[config.mk]
export PLATFORM = sky130hd
export DESIGN_NAME = tscc_ram
export DESIGN_NICKNAME = d
export VERILOG_FILES = /design/src/rtl/core/assert_macros.svh /design/src/rtl/core/tscc_ram.sv
export SDC_FILE = /design/constraint.sdc
export NUM_CORES = 2
export LEC_CHECK = 0
export BUFFER_PORTS_ARGS = -buffer_cell sky130_fd_sc_hd__clkbuf_2
export CAP_MARGIN = 20
export CORE_UTILIZATION = 35
export DETAILED_ROUTE_END_ITERATION = 6
export PLACE_DENSITY = 0.45
export SYNTH_ARGS = -nofsm -noshare
export SYNTH_HDL_FRONTEND = slang
export SYNTH_SLANG_ARGS = --single-unit
[constraint.sdc]
create_clock -name i_clk -period 6.95 [get_ports i_clk]
set_clock_uncertainty 0.1 [all_clocks]
set_input_delay 1.7375 -clock i_clk [delete_from_list [all_inputs] [get_ports i_clk]]
set_output_delay 1.7375 -clock i_clk [all_outputs]
set_load 0.02 [all_outputs]
[src/rtl/core/assert_macros.svh]
// ============================================================================
// Assertion macros
// Shared concurrent assertion forms for the transport stream checker core.
// ============================================================================
`ifndef ASSERT_MACROS_SVH
`define ASSERT_MACROS_SVH

// The consequent must hold in the same cycle as the antecedent.
`define ASSERT_SAME(label, clk, rst_n, ante, cons) \
    label: assert property (@(posedge clk) disable iff (!(rst_n)) (ante) |-> (cons)) \
        else $error("assertion failed");

// The consequent must hold in the cycle after the antecedent.
`define ASSERT_NEXT(label, clk, rst_n, ante, cons) \
    label: assert property (@(posedge clk) disable iff (!(rst_n)) (ante) |=> (cons)) \
        else $error("assertion failed");

`endif

[src/rtl/core/tscc_ram.sv]
// ============================================================================
// tscc_ram
// Generic simple dual-port RAM with one write port and a registered read.
// ============================================================================
`default_nettype none

module tscc_ram #(
    parameter int WIDTH = 8,
    parameter int DEPTH = 256
) (
    input  wire logic                     i_clk,
    input  wire logic                     i_wr_en,
    input  wire logic [$clog2(DEPTH)-1:0] i_wr_addr,
    input  wire logic [WIDTH-1:0]         i_wr_data,
    input  wire logic                     i_rd_en,
    input  wire logic [$clog2(DEPTH)-1:0] i_rd_addr,
    output logic      [WIDTH-1:0]         o_rd_data
);

    logic [WIDTH-1:0] r_mem [DEPTH];

    // Write port.
    always_ff @(posedge i_clk) begin
        if (i_wr_en) begin
            r_mem[i_wr_addr] <= i_wr_data;
        end
    end

    // Registered read port; the data holds while no read is enabled.
    always_ff @(posedge i_clk) begin
        if (i_rd_en) begin
            o_rd_data <= r_mem[i_rd_addr];
        end
    end

endmodule

`default_nettype wire

==> flow_summary.toml <==
[status]
status = "finished, final reports clean"

[setup_path]
path_max_fanout = 39
worstSetupPathType = "in2reg"
cpPeakStageDelay_ns = 0.83
worst_setup_path_start_kind = "input pin"
reg2reg_slack_ns = 3.81
path_cells = "buf_8 > buf_12 > buf_4 > buf_4 > mux4_2 > a22oi_1 > a21oi_1 > nor4_1 > buf_4 > nor4_1"
critPathCaptureType = "flip-flop"
cp.required_ns = 7.40
cp_common_cell = "buf_4"
slowest_stage = "nor4_1"
crit_arrival_ns = 5.32

[floorplan]
start_util_pct = 35.3
row_count = 174
io-pin-count = 35
coreArea_um2 = 226000
die_area_um2 = 229000
die_width_um = 479
dieHeight_um = 479

[synth]
synthesis.nets = 3760
netlist_instances = 3733
syn_area_um2 = 79600
ys_async_sr_fraction_pct = 0
synth_top_area_cell = "edfxtp_1"
ys.warnings.count = 0
ys_seq_area_share_pct = 77.5
synth.top_cell.area_share_pct = 77.5
avgSynthCellArea_um2 = 21.3
synth.area.top_cells = "edfxtp_1 (78%), mux4_2 (13%), mux2i_1 (1.7%)"
netlist_top_cells_count = "edfxtp_1 (2056), mux4_2 (454), nor2_1 (282)"
synth-seq-cells = 2056
yosysUniqueCellTypes = 54
synth_edf_count = 2056
synthFlopType = "edfxtp_1"
yosysMostFrequentCell = "edfxtp_1"

[clock_network]
clk_pin_slew_worst_paths_ns = 0.06
clock_sinks = 2056
post_cts_buffers = 0
htreeDepth = 4
clock_latency_ns = 0.86
cts_buffer_depth = 3
cts_root_buf = "clkbuf_16"
postCtsHoldBufs = 0
cts_tree = "yes"
post_cts_resized = 0
cts_buffers = 215

[pwr]
p_per_area_nw_per_um2 = 289
p_clk_share_pct = 42.4
p_switching_uw = 5670
power_frac_comb_pct = 5.0
p_sw_share_pct = 21.8
seqPwrFrac_pct = 52.7
leakage_uw = 0.0274
p_int_uw = 20300
peakVddDrop_mv = 0.232

[placement]
dp_hpwl_um = 137000
place_congestion = 0.816
dpl_cell_area_um2 = 83500
port_buffers = 34
place_inst = 6653

[global_route]
gr-usage-all-layers_pct = 19.4
grt_pass1_wl_um = 314000
grt_max_degree = 153
grt_overflow = 0
grt_pass1_vias = 39485
grt_antenna_before_repair = 15

[detailed_routing]
vias = 38450
first_pass_iters = 6
met1Wirelength_um = 102000
top_layer = "met5"
dr_wl_met3_um = 10700
vias_per_cell = 5.46
wire_per_inst_um = 31.6
drc = 0
wl_met2_um = 104000
ant_nets = 0
drtIter0Drc = 4027
wirelength_um = 223000

[final_layout]
seqCellArea_um2 = 61700
drive_gt1_share_pct = 22.7
fin_nets = 3906
syn2layout_area_growth_pct = 13.2
multi_input_area_um2 = 16500
fillers = 20154
fin_area_um2 = 90100
stdcell_count = 7045

[sta]
period_minus_slack_ns = 4.87
finalSetupTns_ns = 0
rsz0062_at_grt = "false"
tightest_slew_ns = 1.29
slew_violations = 0
relSlewSlack_pct = 14.3
hold_violations = 0
fin_crit_sh_pct = 70.1
setup_viol = 0
max_freq_mhz = 205

[flow_run]
timing.max_cap.violations = 0

[min_path]
hold_path_class = "reg2reg"
[path summary, 6_finish.rpt]
| path | start | to | depth (start not counted) |
|---|---|---|---|
| setup / recovery | i_rd_addr[0] | o_rd_data[1] | 10 |
| hold / removal | r_mem[33][5] | o_rd_data[5] | 7 |
| setup reg to reg | r_mem[67][4] | o_rd_data[4] | 6 |
| hold reg to reg | r_mem[33][5] | o_rd_data[5] | 7 |
[kinds of logic after synthesis]
| kind of cell | count (synthesis) | synth area share [%] |
|---|---|---|
| buffers and inverters | 235 | 1.83 |
| AOI/OAI and AO/OA | 385 | 3.42 |
| and+or+nand+nor | 466 | 2.63 |
| muxes | 591 | 14.6 |
| DFF | 2056 | 77.5 |
[power groups by stage]
stage               registers, uW  logic, uW  clock network (uW)
floorplan                   14000        664                   0
global placement            14000       1300                   0
detailed placement          14000       1310                   0
CTS                         13700       1310               11300
global route                13700       1360               11700
finish                      13700       1290               11000
[metal layers]
layer / vias to the layer above / global-route usage, %
met5: - / 0
met4: 2 / 4.75
met3: 289 / 2.64
met2: 1068 / 30.4
met1: 21087 / 28.5
li1: 16004 / -
[worst max-delay path: cells and delay by family]
family	cells	cell delay [ns]
AO/OA/AOI/OAI	2	0.30
AND/OR/NAND/NOR	2	0.87
buffers and inverters	5	1.65
multiplexers	1	0.55
[layout make-up]
class,count,share of cell area (%)
well taps,2992,4.15
repair buffers,162,1.61
flip-flops and latches,2056,68.5
clock buffers,277,6.27
multi-input cells,1442,18.3
diodes,4,0.0111
clock inverters,110,1.11
inverters,2,0.00833
[cell usage in the layout, fill, tap and decap left out, types with 5 or more instances in the layout]
| cell type | count |
|---|---|
| clkbuf_2 | 22 |
| clkinv_8 | 5 |
| a22oi_1 | 133 |
| mux4_2 | 454 |
| o21ai_0 | 10 |
| clkbuf_1 | 60 |
| nand3_1 | 28 |
| mux2i_1 | 134 |
| nand2b_1 | 8 |
| nand3_2 | 6 |
| o22a_1 | 5 |
| buf_4 | 111 |
| buf_12 | 17 |
| a21oi_1 | 96 |
| nor4_1 | 24 |
| edfxtp_1 | 2056 |
| o211ai_1 | 10 |
| nor2b_1 | 28 |
| clkinv_2 | 29 |
| nand4_1 | 10 |
| a211oi_1 | 16 |
| clkinv_1 | 51 |
| clkbuf_16 | 217 |
| and2_1 | 5 |
| nor3_1 | 22 |
| buf_8 | 11 |
| nand2_1 | 33 |
| a221oi_1 | 13 |
| o22ai_1 | 28 |
| o221ai_1 | 46 |
| bufinv_16 | 14 |
| nor2_1 | 279 |
| a22o_1 | 8 |
[state kept, by name, summed over array words and instances, names as in the netlist]
| name | count |
|---|---|
| o_rd_data | 8 |
| r_mem | 2048 |
[metrics by stage]
stage	hold WS (ns)	worst slack (ns)	total power, uW	util (%)
2_1_floorplan	0.764	3.04	14600	-
3_3_place_gp	1.04	1.08	15300	37.0
3_5_place_dp	1.05	1.09	15300	37.0
4_1_cts	1.09	2.02	26300	40.0
5_1_grt	1.18	1.91	26800	40.0
6_report	1.12	2.08	26000	40.0
Power figures use the tool's default switching activity.
